[src/rtl/tdpt_pkg.sv]
// Shared types and constants for the trial-division prime test.
// No dependencies; used by tdpt_rem and trial_division_prime_test_core.
`default_nettype none

package tdpt_pkg;

    // smallest prime, also the first trial divisor
    localparam int SMALLEST_PRIME = 2;

    // status returned by the remainder unit
    typedef struct packed {
        logic busy;
        logic done;      // one-cycle pulse when the remainder is ready
        logic rem_zero;  // valid with done: divisor divides the dividend
    } rem_status_t;

endpackage

`default_nettype wire

[src/rtl/trial_division_prime_test_core.sv]
// Trial-division primality test, top level.
// Depends on tdpt_pkg and tdpt_rem.
//
// Usage:
//   Input beat: s_candidate (VALUE_WIDTH bits, unsigned) on s_valid/s_ready.
//   Result beat: m_is_prime (1 = prime) on m_valid/m_ready, one per input.
//   One candidate is worked on at a time; s_ready is high only while the
//   search engine is free. A result waits in the output register, so a new
//   candidate is taken while the previous result is still unclaimed.
//   Steps: 0 or 1 goes straight to the finish state. Otherwise divisors
//   d = 2, 3, ... are tried while d*d <= candidate; each trial is made of
//   one bound check, VALUE_WIDTH shifts of the bit-serial remainder unit
//   and its done cycle.
//   There are k trials in all; k is the smallest divisor - 1 for a
//   composite and floor(sqrt(candidate)) - 1 for a prime (worst case
//   about 2^(VALUE_WIDTH/2) trials).
//   A new candidate is taken only after the last result has moved to
//   the output register, which waits while it still holds an unclaimed one.
//   Reset (synchronous, active low) drops any item in flight and empties
//   the output register. If m_ready stays low, the finished result is held
//   and the engine waits before it can hand over the next one.
`default_nettype none

module trial_division_prime_test_core #(
    parameter int VALUE_WIDTH = 32
) (
    input  wire logic                   aclk,
    input  wire logic                   aresetn,
    input  wire logic                   s_valid,
    output      logic                   s_ready,
    input  wire logic [VALUE_WIDTH-1:0] s_candidate,
    output      logic                   m_valid,
    input  wire logic                   m_ready,
    output      logic                   m_is_prime
);

    typedef enum logic [3:0] {
        ST_IDLE   = 4'b0001,
        ST_CHECK  = 4'b0010,
        ST_DIV    = 4'b0100,
        ST_FINISH = 4'b1000
    } state_t;

    localparam logic [VALUE_WIDTH-1:0] FirstDiv = VALUE_WIDTH'(tdpt_pkg::SMALLEST_PRIME);
    localparam logic [VALUE_WIDTH:0]   FirstSq  =
        (VALUE_WIDTH + 1)'(tdpt_pkg::SMALLEST_PRIME * tdpt_pkg::SMALLEST_PRIME);

    state_t                 state_reg, state_next;
    logic [VALUE_WIDTH-1:0] cand_reg, cand_next;
    logic [VALUE_WIDTH-1:0] d_reg, d_next;
    logic [VALUE_WIDTH:0]   sq_reg, sq_next;     // d*d, kept incrementally
    logic                   res_reg, res_next;
    logic                   m_valid_reg, m_valid_next;
    logic                   m_prime_reg, m_prime_next;
    logic                   rem_start;
    tdpt_pkg::rem_status_t  rem_st;

    tdpt_rem #(
        .VALUE_WIDTH (VALUE_WIDTH)
    ) u_rem (
        .aclk     (aclk),
        .aresetn  (aresetn),
        .start    (rem_start),
        .dividend (cand_reg),
        .divisor  (d_reg),
        .status   (rem_st)
    );

    assign s_ready = (state_reg == ST_IDLE);

    always_comb begin
        state_next   = state_reg;
        cand_next    = cand_reg;
        d_next       = d_reg;
        sq_next      = sq_reg;
        res_next     = res_reg;
        m_valid_next = m_valid_reg;
        m_prime_next = m_prime_reg;
        rem_start    = 1'b0;

        if (m_valid_reg && m_ready) begin
            m_valid_next = 1'b0;
        end

        case (state_reg)
            ST_IDLE: begin
                if (s_valid) begin
                    cand_next = s_candidate;
                    d_next    = FirstDiv;
                    sq_next   = FirstSq;
                    if (s_candidate < FirstDiv) begin
                        res_next   = 1'b0;
                        state_next = ST_FINISH;
                    end else begin
                        state_next = ST_CHECK;
                    end
                end
            end
            ST_CHECK: begin
                // no divisor up to sqrt: prime
                if (sq_reg > {1'b0, cand_reg}) begin
                    res_next   = 1'b1;
                    state_next = ST_FINISH;
                end else begin
                    rem_start  = 1'b1;
                    state_next = ST_DIV;
                end
            end
            ST_DIV: begin
                if (rem_st.done) begin
                    if (rem_st.rem_zero) begin
                        res_next   = 1'b0;
                        state_next = ST_FINISH;
                    end else begin
                        // (d+1)^2 = d^2 + 2d + 1
                        sq_next    = sq_reg + {d_reg, 1'b1};
                        d_next     = d_reg + VALUE_WIDTH'(1);
                        state_next = ST_CHECK;
                    end
                end
            end
            ST_FINISH: begin
                if (!m_valid_reg || m_ready) begin
                    m_valid_next = 1'b1;
                    m_prime_next = res_reg;
                    state_next   = ST_IDLE;
                end
            end
            default: begin
                state_next = ST_IDLE;
            end
        endcase
    end

    always_ff @(posedge aclk) begin
        if (!aresetn) begin
            state_reg   <= ST_IDLE;
            m_valid_reg <= 1'b0;
        end else begin
            state_reg   <= state_next;
            m_valid_reg <= m_valid_next;
        end
        cand_reg    <= cand_next;
        d_reg       <= d_next;
        sq_reg      <= sq_next;
        res_reg     <= res_next;
        m_prime_reg <= m_prime_next;
    end

    assign m_valid    = m_valid_reg;
    assign m_is_prime = m_prime_reg;

`ifndef NO_ASSERTIONS
    // remainder unit is only started when idle
    a_rem_start_idle: assert property (@(posedge aclk) disable iff (!aresetn)
        rem_start |-> !rem_st.busy)
        else $error("remainder unit restarted while busy");

    // a prime verdict is never given for a value below two
    a_prime_ge_two: assert property (@(posedge aclk) disable iff (!aresetn)
        (state_reg == ST_FINISH && res_reg) |-> (cand_reg >= FirstDiv))
        else $error("prime verdict for value below two");

    // a completed trial always comes while waiting in ST_DIV
    a_done_in_div: assert property (@(posedge aclk) disable iff (!aresetn)
        rem_st.done |-> (state_reg == ST_DIV))
        else $error("remainder done outside divide state");

    // trial divisor never drops below the smallest prime
    a_div_floor: assert property (@(posedge aclk) disable iff (!aresetn)
        (state_reg == ST_CHECK) |-> (d_reg >= FirstDiv))
        else $error("trial divisor below two");
`endif

endmodule

`default_nettype wire

[src/rtl/tdpt_rem.sv]
// Bit-serial restoring remainder unit: one dividend bit per cycle.
// Depends on tdpt_pkg (rem_status_t).
`default_nettype none

module tdpt_rem #(
    parameter int VALUE_WIDTH = 32
) (
    input  wire logic                   aclk,
    input  wire logic                   aresetn,
    input  wire logic                   start,
    input  wire logic [VALUE_WIDTH-1:0] dividend,
    input  wire logic [VALUE_WIDTH-1:0] divisor,
    output tdpt_pkg::rem_status_t       status
);

    localparam int CntW = $clog2(VALUE_WIDTH + 1);

    logic [VALUE_WIDTH-1:0] shift_reg, shift_next;
    logic [VALUE_WIDTH-1:0] rem_reg, rem_next;
    logic [VALUE_WIDTH-1:0] div_reg, div_next;
    logic [CntW-1:0]        cnt_reg, cnt_next;
    logic                   busy_reg, busy_next;
    logic                   done_reg, done_next;
    logic                   zero_reg, zero_next;

    logic [VALUE_WIDTH:0]   trial;
    logic [VALUE_WIDTH:0]   diff;
    logic [VALUE_WIDTH-1:0] rem_step;

    // remainder stays below divisor, so the shifted value fits W+1 bits;
    // the top bit of the difference is the borrow
    always_comb begin
        trial    = {rem_reg, shift_reg[VALUE_WIDTH-1]};
        diff     = trial - {1'b0, div_reg};
        rem_step = diff[VALUE_WIDTH] ? trial[VALUE_WIDTH-1:0]
                                     : diff[VALUE_WIDTH-1:0];
    end

    always_comb begin
        shift_next = shift_reg;
        rem_next   = rem_reg;
        div_next   = div_reg;
        cnt_next   = cnt_reg;
        busy_next  = busy_reg;
        done_next  = 1'b0;
        zero_next  = zero_reg;
        if (start) begin
            shift_next = dividend;
            rem_next   = '0;
            div_next   = divisor;
            cnt_next   = CntW'(VALUE_WIDTH);
            busy_next  = 1'b1;
        end else if (busy_reg) begin
            shift_next = {shift_reg[VALUE_WIDTH-2:0], 1'b0};
            rem_next   = rem_step;
            cnt_next   = cnt_reg - CntW'(1);
            if (cnt_reg == CntW'(1)) begin
                busy_next = 1'b0;
                done_next = 1'b1;
                zero_next = (rem_step == '0);
            end
        end
    end

    always_ff @(posedge aclk) begin
        if (!aresetn) begin
            busy_reg <= 1'b0;
            done_reg <= 1'b0;
            cnt_reg  <= '0;
        end else begin
            busy_reg <= busy_next;
            done_reg <= done_next;
            cnt_reg  <= cnt_next;
        end
        shift_reg <= shift_next;
        rem_reg   <= rem_next;
        div_reg   <= div_next;
        zero_reg  <= zero_next;
    end

    assign status.busy     = busy_reg;
    assign status.done     = done_reg;
    assign status.rem_zero = zero_reg;

endmodule

`default_nettype wire
[config.mk]
export PLATFORM = sky130hd
export DESIGN_NAME = trial_division_prime_test_core
export DESIGN_NICKNAME = d
export VERILOG_FILES = /design/src/rtl/tdpt_pkg.sv /design/src/rtl/trial_division_prime_test_core.sv /design/src/rtl/tdpt_rem.sv
export SDC_FILE = /design/constraint.sdc
export NUM_CORES = 1
export LEC_CHECK = 0
export BUFFER_PORTS_ARGS = -buffer_cell sky130_fd_sc_hd__buf_2
export CORE_MARGIN = 2
export CORE_UTILIZATION = 40
export DETAILED_ROUTE_END_ITERATION = 8
export PLACE_DENSITY = 0.65
export SYNTH_ARGS = -nofsm -noshare
export SYNTH_HDL_FRONTEND = slang
export SYNTH_SLANG_ARGS = --single-unit
export TNS_END_PERCENT = 10
[constraint.sdc]
create_clock -name aclk -period 7.41 [get_ports aclk]
set_input_delay 1.482 -clock aclk [delete_from_list [all_inputs] [get_ports aclk]]
set_output_delay 1.482 -clock aclk [all_outputs]
set_load 0.03 [all_outputs]
==> results.py, run 1 <==
metrics = {
    "sta": {
        "fmax_ghz": 0.2215,
        "hold_violations": 0,
        "fin_crit_sh_pct": 60.92,
        "rsz0062_at_grt": "false",
        "finalSetupTns_ns": 0,
        "worstMarginPinSlew_ns": 1.165,
        "finalMaxSlewViolations": 0,
        "min_period_ns": 4.514,
        "max_slew_margin_pct": 22.32,
        "skew_ns": 0.02403,
        "setup_viol": 0,
    },
    "detailed_routing": {
        "drtAntennaViolNets": 0,
        "vias_per_cell": 5.384,
        "drtIter0Drc": 613,
        "num_vias": 8991,
        "dr.pass1.iters": 5,
        "drcViolationCount": 0,
        "wl_um": 26150,
        "wl_per_cell_um": 15.66,
    },
    "floorplan": {
        "rows": 64,
        "die_w_um": 180.7,
        "die-area_um2": 32640,
        "initial_utilization_pct": 40.70,
        "num_io_pins": 39,
        "coreArea_um2": 30670,
        "die_h_um": 180.7,
    },
    "pwr": {
        "power.total_mw": 6.758,
        "p_per_area_nw_per_um2": 484.0,
        "power_leakage_nw": 5.573,
        "switching_share_pct": 41.28,
        "pwr-share-comb_pct": 48.5,
        "intPower_mw": 3.968,
        "p_switching_mw": 2.790,
        "clkPwrFrac_pct": 19.0,
        "peakVddDrop_mv": 0.2980,
        "seqPwrFrac_pct": 32.4,
    },
    "logic_synthesis": {
        "post-synth-top-area-fraction_pct": 39.45,
        "synth.yosys.warnings": 0,
        "synth_edf_count": 164,
        "synthCells": 1219,
        "yosysUniqueCellTypes": 71,
        "syn_avg_cell_area_um2": 10.24,
        "syn_nets": 1355,
        "synthTopCellsByArea": "edfxtp_1 39%, ha_1 9.8%, dfxtp_1 7.2%, nor2_1 4.4%, mux2_2 2.9%",
        "ys_seq_area_share_pct": 46.67,
        "synth_ff_type": "edfxtp_1",
        "postSynth.asyncResetShare_pct": 0,
        "syn-cell-area_um2": 12480,
        "yosysTopAreaCell": "edfxtp_1",
        "synth_seq_cells": 209,
    },
    "finish": {
        "final_nets": 1393,
        "final_cell_mix": "164 x edfxtp_1, 146 x nor2_1, 98 x ha_1, 88 x inv_1, 66 x a21oi_1",
        "num_antenna_cells": 0,
        "drive_above_1_share_pct": 10.28,
        "largest_register_ffs": 33,
        "area_growth_pct": 11.86,
        "mostFrequentLayoutCell": "edfxtp_1",
    },
    "clock_tree": {
        "postCtsHoldBufs": 0,
        "cts_tree": "yes",
        "cts_max_path_buffers": 3,
        "clock_sinks": 209,
        "clock_latency_ns": 0.54,
        "cts_resized": 0,
        "cts.clk_slew.worst_paths_ns": 0.06,
        "cts_buffers": 25,
        "cts-root-buf": "clkbuf_16",
        "h-tree-depth": 1,
        "cts_setup_buffers": 0,
    },
    "placement": {
        "dp_hpwl_um": 18870,
        "gp_congestion": 0.8768,
        "io_buffers": 38,
    },
    "critical_path": {
        "start_kind": "flop",
        "required_ns": 7.79,
        "crit_fanout": 27,
        "endpoint_kind": "flop",
        "arrival_ns": 4.90,
        "path_class": "flop to flop",
    },
    "global_route": {
        "grt_pass1_vias": 9009,
        "gr-total-overflow": 0,
        "grt_antenna_before_repair": 0,
        "grt_use_total_pct": 16.22,
        "grt_pass1_wl_um": 44370,
        "grt_max_degree": 69,
    },
    "hold_path": {
        "hold_class": "flop to flop",
    },
    "status": {
        "run_status": "finished, final reports clean",
    },
    "run": {
        "cap_violations": 0,
    },
}
## power groups by stage
stage | clock network (mW) | registers (mW) | logic, mW
after floorplan | 0 | 2.09 | 2.64
after global placement | 0 | 2.20 | 3.22
after detailed placement | 0 | 2.21 | 3.26
after CTS | 1.32 | 2.19 | 3.29
after global routing | 1.36 | 2.25 | 3.71
final | 1.29 | 2.19 | 3.28
## worst max-delay path, stage by stage (launching register included)
cell and delay, ns:
edfxtp_1 0.42, inv_1 0.08, ha_1 0.21, fa_1 0.40, nor2b_1 0.16, o31a_1 0.26, o211a_1 0.22, o2111ai_1 0.25
nand4_1 0.22, and4b_1 0.91, mux2i_1 0.25, a221oi_1 0.43, nand4_1 0.17, nor4_1 0.16, and4_1 0.22
## through the flow
stage          utilization (%)  hold slack, ns  setup slack, ns  cell area [µm²]  instances
4_1_cts                  45.53          0.4501            2.887            13960       1670
3_3_place_gp             42.72          0.4069            3.095            13100       1626
3_5_place_dp             42.72          0.4129            2.944            13100       1626
2_1_floorplan                -          0.4003           0.4894            12480       1219
5_1_grt                  45.53          0.4587            2.536            13960       1670
6_report                 45.53          0.4429            2.896            13960       1670
## final cells by class
class	count	area (µm²)
inverter	88	330.3
multi-input combinational	888	6206
clock buffer	28	636.9
sequential	209	5827
timing repair buffer	45	242.7
tap	396	495.5
clock inverter	16	225.2
fill	2869	16710
## synthesized netlist by cell type (14+ instances only)
cell and number:
mux2_2 32, edfxtp_1 164, a21o_1 37, ha_1 98, o21ai_0 46, nand3_1 31
nor2_1 146, mux2i_1 22, dfxtp_1 45, nand4_1 22, nor2b_1 17, nand2_1 63
a21oi_1 66, and3_1 14, nor3_1 20, clkbuf_1 24, or3_1 15, a211oi_1 31
xor2_1 37, xnor2_1 38, inv_1 88
## logic make-up (layout without fill, tap and decap cells)
logic type      after synthesis  count (layout)  share of synthesized area (%)
buf+inv                     122             177                          3.819
fa+ha+maj                   100             100                          10.14
simple gates                389             389                          15.24
mux                          54              54                          4.651
xor+xnor                     75              75                          5.262
compound gates              270             270                          14.22
flops                       209             209                          46.67
## layer usage
layer,track usage [%],share of wire (%)
met1,21.85,48
met2,27.45,46
met3,2.162,3.9
met4,4.323,2.4
met5,0,0
## path summary, 6_finish.rpt
path              slack (ns)                  endpoint                           from  cells after the start
setup / recovery        2.90  u_rem.zero_reg$_DFFE_PP_  u_rem.shift_reg[31]$_DFFE_PP_                     14
setup reg to reg        2.90  u_rem.zero_reg$_DFFE_PP_  u_rem.shift_reg[31]$_DFFE_PP_                     14
hold reg to reg         0.44      m_is_prime$_DFFE_PP_              res_reg$_DFFE_PP_                      0
hold / removal          0.44      m_is_prime$_DFFE_PP_              res_reg$_DFFE_PP_                      0
No activity file was read; power rests on OpenSTA's default activity.
==> run 2, diff against run 1 <==
--- a/config.mk
+++ b/config.mk
@@ -5,6 +5,7 @@
 export SDC_FILE = /design/constraint.sdc
 export NUM_CORES = 1
 export LEC_CHECK = 0
+export ABC_AREA = 1
 export BUFFER_PORTS_ARGS = -buffer_cell sky130_fd_sc_hd__buf_2
 export CORE_MARGIN = 2
 export CORE_UTILIZATION = 40
==> constraint.sdc (replaced) <==
create_clock -name aclk -period 4.7 [get_ports aclk]
set_input_delay 0.94 -clock aclk [delete_from_list [all_inputs] [get_ports aclk]]
set_output_delay 0.94 -clock aclk [all_outputs]
set_load 0.03 [all_outputs]
==> results.py, run 2 <==
metrics = {
    "global_route": {
        "met3_usage_pct": 1.779,
        "grt_util_met1_pct": 27.14,
        "grt_use_total_pct": 19.07,
        "grt_pass1_wl_um": 55540,
        "gr-total-overflow": 0,
        "grt_pass1_vias": 11030,
        "grt.met2_usage_pct": 31.42,
        "grt_max_degree": 70,
        "grt_antenna_before_repair": 0,
        "grt-busiest-layer": "met2",
    },
    "hold_path": {
        "holdPathEnd": "m_is_prime$_DFFE_PP_",
        "min_from": "res_reg$_DFFE_PP_",
        "min_delay_path_depth": 0,
        "hold_class": "flop to flop",
    },
    "finish": {
        "fin_util_pct": 45.34,
        "stdcell_count": 2310,
        "mostFrequentLayoutCell": "nand2_1",
        "area_growth_pct": 11.35,
        "final_nets": 1980,
        "largest_register_ffs": 33,
        "final_cell_mix": "534 x nand2_1, 269 x inv_1, 164 x edfxtp_1, 157 x a21oi_1, 139 x nor2_1",
        "drive_above_1_share_pct": 7.197,
        "finish.instance_area_um2": 15240,
        "num_antenna_cells": 0,
    },
    "logic_synthesis": {
        "synth_ff_type": "edfxtp_1",
        "synth_edf_count": 164,
        "synth_seq_cells": 209,
        "yosysMostFrequentCell": "nand2_1",
        "postSynth.asyncResetShare_pct": 0,
        "ys_seq_area_share_pct": 42.56,
        "synth.yosys.warnings": 0,
        "post-synth-top-area-fraction_pct": 35.98,
        "synthTopCellsByArea": "edfxtp_1 36%, nand2_1 15%, ha_1 9.0%, inv_1 7.4%, dfxtp_1 6.6%",
        "yosysUniqueCellTypes": 47,
        "syn_nets": 1934,
        "syn_avg_cell_area_um2": 7.612,
        "syn-cell-area_um2": 13690,
        "synthCells": 1798,
        "yosysTopAreaCell": "edfxtp_1",
        "ys_top_cells_by_count": "535 x nand2_1, 270 x inv_1, 164 x edfxtp_1",
    },
    "sta": {
        "worstMarginPinSlew_ns": 1.169,
        "hold_violations": 0,
        "skew_ns": 0.02680,
        "rsz0062_at_grt": "false",
        "setup_viol": 0,
        "fmax_ghz": 0.2806,
        "finalSetupTns_ns": 0,
        "fin_crit_sh_pct": 75.83,
        "min_period_ns": 3.564,
        "whs_ns": 0.4497,
        "max_slew_margin_pct": 21.56,
        "fin_ws_ns": 1.136,
        "finalMaxSlewViolations": 0,
    },
    "floorplan": {
        "die-area_um2": 35710,
        "coreArea_um2": 33620,
        "num_io_pins": 39,
        "rows": 67,
        "die_h_um": 189.0,
        "die_w_um": 189.0,
        "initial_utilization_pct": 40.72,
    },
    "critical_path": {
        "r2r_end": "u_rem.zero_reg$_DFFE_PP_",
        "endpoint_kind": "flop",
        "reg2reg_slack_ns": 1.14,
        "r2r_start": "u_rem.shift_reg[31]$_DFFE_PP_",
        "crit_fanout": 29,
        "start_kind": "flop",
        "path_class": "flop to flop",
        "arrival_ns": 3.87,
        "required_ns": 5.01,
        "ff2ff_path_depth": 20,
    },
    "placement": {
        "postPlaceCellArea_um2": 14410,
        "gp_congestion": 0.9028,
        "preCtsSetupSlack_ns": 1.200,
        "dp_hpwl_um": 25980,
        "dp_cells": 2266,
        "io_buffers": 38,
    },
    "clock_tree": {
        "cts_buffers": 24,
        "cts_max_path_buffers": 3,
        "cts.clk_slew.worst_paths_ns": 0.06,
        "postCtsHoldBufs": 0,
        "cts_tree": "yes",
        "clock_sinks": 209,
        "clock_latency_ns": 0.52,
        "cts_setup_buffers": 0,
        "cts_resized": 0,
        "h-tree-depth": 1,
        "cts-root-buf": "clkbuf_16",
    },
    "detailed_routing": {
        "drtIter0Drc": 828,
        "wl_per_cell_um": 14.72,
        "vias_per_cell": 5.051,
        "drtAntennaViolNets": 0,
        "dr.pass1.iters": 6,
        "wl_um": 34000,
        "drcViolationCount": 0,
        "num_vias": 11670,
    },
    "pwr": {
        "power.total_mw": 10.47,
        "power_leakage_nw": 7.052,
        "peakVddDrop_mv": 0.4654,
        "p_per_area_nw_per_um2": 687.0,
    },
    "status": {
        "run_status": "finished, final reports clean",
    },
    "run": {
        "cap_violations": 0,
    },
}
==> run 2: cell count changes after synthesis, sizes merged, moves of 22 or more <==
cell	before	now
inv	88	275
a21oi	67	160
mux2	32	0
o21ai	54	100
a21o	37	7
xnor2	38	6
a211oi	31	2
nand2	63	557
mux2i	22	0
nand3	32	68
==> run 2: cell families after synthesis <==
logic type      Yosys count  share of synthesized area, %
buf+inv                 305                         8.538
flops                   209                         42.56
fa+ha+maj               100                         9.251
compound gates          303                         11.97
simple gates            858                         26.21
xor+xnor                 23                         1.472
==> run 2: layout make-up <==
type,instances,area [µm²]
Tap cell,448,560.5
Clock inverter,17,193.9
Clock buffer,27,633.1
Inverter,276,1036
Timing Repair Buffer,49,272.8
Multi-Input combinational cell,1284,6719
Fill cell,3359,18380
Sequential cell,209,5826
==> run 2: critical path, stage by stage (launching register included) <==
cell,delay (ns)
edfxtp_1,0.45
inv_1,0.07
ha_1,0.20
fa_1,0.41
inv_1,0.10
nand2_1,0.05
nand2_1,0.08
nand3_1,0.08
nand2_2,0.12
nand2_2,0.07
nand2_2,0.08
nand2_4,0.08
nand3_4,0.12
nand2_2,0.43
nand2_1,0.18
nand2_1,0.10
nor2_1,0.10
nand2_1,0.07
nor2_1,0.24
nand2_1,0.09
nor2_1,0.22
==> run 2: worst max-delay path by stage <==
stage	start	end
global route	u_rem.shift_reg[31]$_DFFE_PP_	u_rem.zero_reg$_DFFE_PP_
finish	u_rem.shift_reg[31]$_DFFE_PP_	u_rem.zero_reg$_DFFE_PP_
global placement	u_rem.shift_reg[31]$_DFFE_PP_	u_rem.zero_reg$_DFFE_PP_
CTS	u_rem.shift_reg[31]$_DFFE_PP_	u_rem.zero_reg$_DFFE_PP_
detailed placement	u_rem.shift_reg[31]$_DFFE_PP_	u_rem.zero_reg$_DFFE_PP_
floorplan	state_reg[3]$_SDFFE_PN0P_	d_reg[0]$_SDFFCE_PP0P_
==> run 2: metal layers <==
layer	up-vias	share of wire (%)
met4	0	2.2
met5	-	0
met2	307	45
met1	5292	48
met3	43	4.8
li1	6025	-
==> run 2: report_power, final <==
| part | leakage, nW | internal, mW | switching (mW) |
|---|---|---|---|
| Combinational | 4.73 | 1.64 | 3.57 |
| Sequential | 1.93 | 2.80 | 0.518 |
| Clock | 0.395 | 1.19 | 0.752 |
==> run 3, diff against run 2 <==
--- a/config.mk
+++ b/config.mk
@@ -5,7 +5,7 @@
 export SDC_FILE = /design/constraint.sdc
 export NUM_CORES = 1
 export LEC_CHECK = 0
-export ABC_AREA = 1
+export ABC_AREA = 0
 export BUFFER_PORTS_ARGS = -buffer_cell sky130_fd_sc_hd__buf_2
 export CORE_MARGIN = 2
 export CORE_UTILIZATION = 40
==> constraint.sdc (replaced) <==
create_clock -name aclk -period 3.7 [get_ports aclk]
set_input_delay 0.74 -clock aclk [delete_from_list [all_inputs] [get_ports aclk]]
set_output_delay 0.74 -clock aclk [all_outputs]
set_load 0.03 [all_outputs]
==> results.py, run 3 (synthesis gave the netlist of run 1 again) <==
metrics = {
    "detailed_routing": {
        "routed-wl-met2_um": 12940,
        "wl_per_cell_um": 15.94,
        "num_vias": 9209,
        "drtIter0Drc": 527,
        "wl_um": 27280,
        "dr.pass1.iters": 5,
        "vias_per_cell": 5.379,
        "wl_met3_um": 943,
        "drcViolationCount": 0,
        "top_layer": "met4",
        "drtAntennaViolNets": 0,
        "drt-met1-wl_um": 12900,
    },
    "global_route": {
        "grt_antenna_before_repair": 1,
        "grt_max_degree": 52,
        "grt_use_total_pct": 16.83,
        "gr-total-overflow": 0,
        "grt_pass1_vias": 9129,
        "grt_pass1_wl_um": 45740,
    },
    "sta": {
        "worstMarginPinSlew_ns": 0.7322,
        "setup_viol": 0,
        "hold_violations": 0,
        "min_period_ns": 3.675,
        "finalSetupTns_ns": 0,
        "fin_ws_ns": 0.02528,
        "rsz0062_at_grt": "true",
        "max_slew_margin_pct": 51.06,
        "fin_crit_sh_pct": 99.32,
        "finalMaxSlewViolations": 0,
        "skew_ns": 0.02074,
        "fmax_ghz": 0.2721,
    },
    "critical_path": {
        "path_class": "flop to flop",
        "cp_slowest_stage_delay_ns": 0.41,
        "start_kind": "flop",
        "crit_fanout": 3,
        "path_cells": "inv_2, ha_4, fa_2, nor2b_1, o31a_1, buf_4, o31a_1, o2111ai_2, nand3_2, xnor2_2, nand4_1, a221oi_4, nand4_1, nor4_2, and4_1",
        "critical_path.top_delay_family": "compound AO/OA/AOI/OAI gates",
        "required_ns": 4.08,
        "cp_num_buf_inv": 2,
        "slowest_stage": "edfxtp_1",
        "arrival_ns": 4.06,
        "endpoint_kind": "flop",
    },
    "clock_tree": {
        "cts.clk_slew.worst_paths_ns": 0.06,
        "h-tree-depth": 1,
        "cts_tree": "yes",
        "cts_max_path_buffers": 3,
        "postCtsHoldBufs": 0,
        "cts-root-buf": "clkbuf_16",
        "clock_sinks": 209,
        "cts_buffers": 25,
        "clock_latency_ns": 0.53,
    },
    "finish": {
        "fin_util_pct": 46.97,
        "regArea_um2": 5827,
        "final_cell_mix": "164 x edfxtp_1, 146 x nor2_1, 95 x ha_1, 87 x inv_1",
        "area_growth_pct": 15.41,
        "final_nets": 1435,
        "mostFrequentLayoutCell": "edfxtp_1",
        "fill_cells": 2819,
        "drive_above_1_share_pct": 15.05,
        "largest_register_ffs": 33,
        "num_antenna_cells": 0,
        "multi_input_area_um2": 6394,
        "finish.instance_area_um2": 14410,
    },
    "placement": {
        "preCtsSetupSlack_ns": -0.03613,
        "gp_congestion": 0.8754,
        "postPlaceCellArea_um2": 13430,
        "dp_hpwl_um": 20270,
        "io_buffers": 38,
    },
    "pwr": {
        "peakVddDrop_mv": 0.5825,
        "power_leakage_nw": 5.776,
        "p_per_area_nw_per_um2": 968.4,
    },
    "status": {
        "run_status": "finished, final reports clean",
    },
    "floorplan": {
        "die_h_um": 180.7,
        "coreArea_um2": 30670,
        "die_w_um": 180.7,
        "num_io_pins": 39,
        "initial_utilization_pct": 40.70,
        "die-area_um2": 32640,
        "rows": 64,
    },
    "run": {
        "cap_violations": 0,
    },
    "hold_path": {
        "hold_class": "input pin to flop",
    },
}
## run 3: changes by cell type in the layout (fill, tap and decap cells not counted), sizes merged, moves of 20 or more
cell	before	now
inv	275	89
nand2	557	63
xnor2	6	38
mux2i	0	22
nor3	40	20
a21oi	160	67
o21ai	100	54
buf	49	87
a21o	7	37
nand3	68	32
xor2	17	37
mux2	0	32
a211oi	2	31
## run 3: what timing repair did
action                     CTS  global route
pin swaps                    0            13
gates resized for setup      2            36
buffers inserted             0             4
setup endpoints to repair    1             5
## run 3: per-stage QoR
stage                     hold WS [ns]  power [mW]  cells
after floorplan                 0.4003       9.435   1219
after global placement          0.4048       11.26   1664
after detailed placement        0.4141       11.38   1664
after CTS                       0.3730       13.75   1708
after global routing            0.3853       15.08   1712
final                           0.3942       13.95   1712
## run 3: routing by layer
| layer | track usage [%] | vias up |
|---|---|---|
| li1 | - | 4660 |
| met1 | 23.10 | 4359 |
| met2 | 28.49 | 151 |
| met3 | 2.142 | 39 |
| met4 | 3.581 | 0 |
| met5 | 0 | - |
## run 3: worst register-to-register path, stage by stage (launching register included)
cell	delay (ns)
edfxtp_1	0.41
inv_2	0.10
ha_4	0.14
fa_2	0.20
nor2b_1	0.06
o31a_1	0.32
buf_4	0.16
o31a_1	0.31
o2111ai_2	0.29
nand3_2	0.15
xnor2_2	0.18
nand4_1	0.16
a221oi_4	0.34
nand4_1	0.16
nor4_2	0.35
and4_1	0.22
## run 3: worst paths after layout
kind | from | end | slack (ns) | cells after the start
worst min register to register | res_reg$_DFFE_PP_ | m_is_prime$_DFFE_PP_ | 0.42 | 0
worst max register to register | u_rem.shift_reg[31]$_DFFE_PP_ | u_rem.zero_reg$_DFFE_PP_ | 0.03 | 15
worst min-delay path | s_candidate[0] | cand_reg[0]$_DFFE_PP_ | 0.39 | 1
worst max-delay path | u_rem.shift_reg[31]$_DFFE_PP_ | u_rem.zero_reg$_DFFE_PP_ | 0.03 | 15
## run 3: area by class of cell
type | count | share of cell area [%]
inverters | 88 | 2.293
clock buffers | 32 | 4.594
repair buffers | 87 | 4.186
flip-flops and latches | 209 | 40.45
multi-input cells | 888 | 44.38
clock inverters | 12 | 0.6601
well taps | 396 | 3.439
## run 3: report_power, final
group / leakage [nW] / internal, mW / switching [mW]
combinational: 3.48 / 3.18 / 4.14
clock: 0.358 / 1.33 / 0.953
sequential: 1.94 / 3.62 / 0.731
total: 5.78 / 8.13 / 5.83
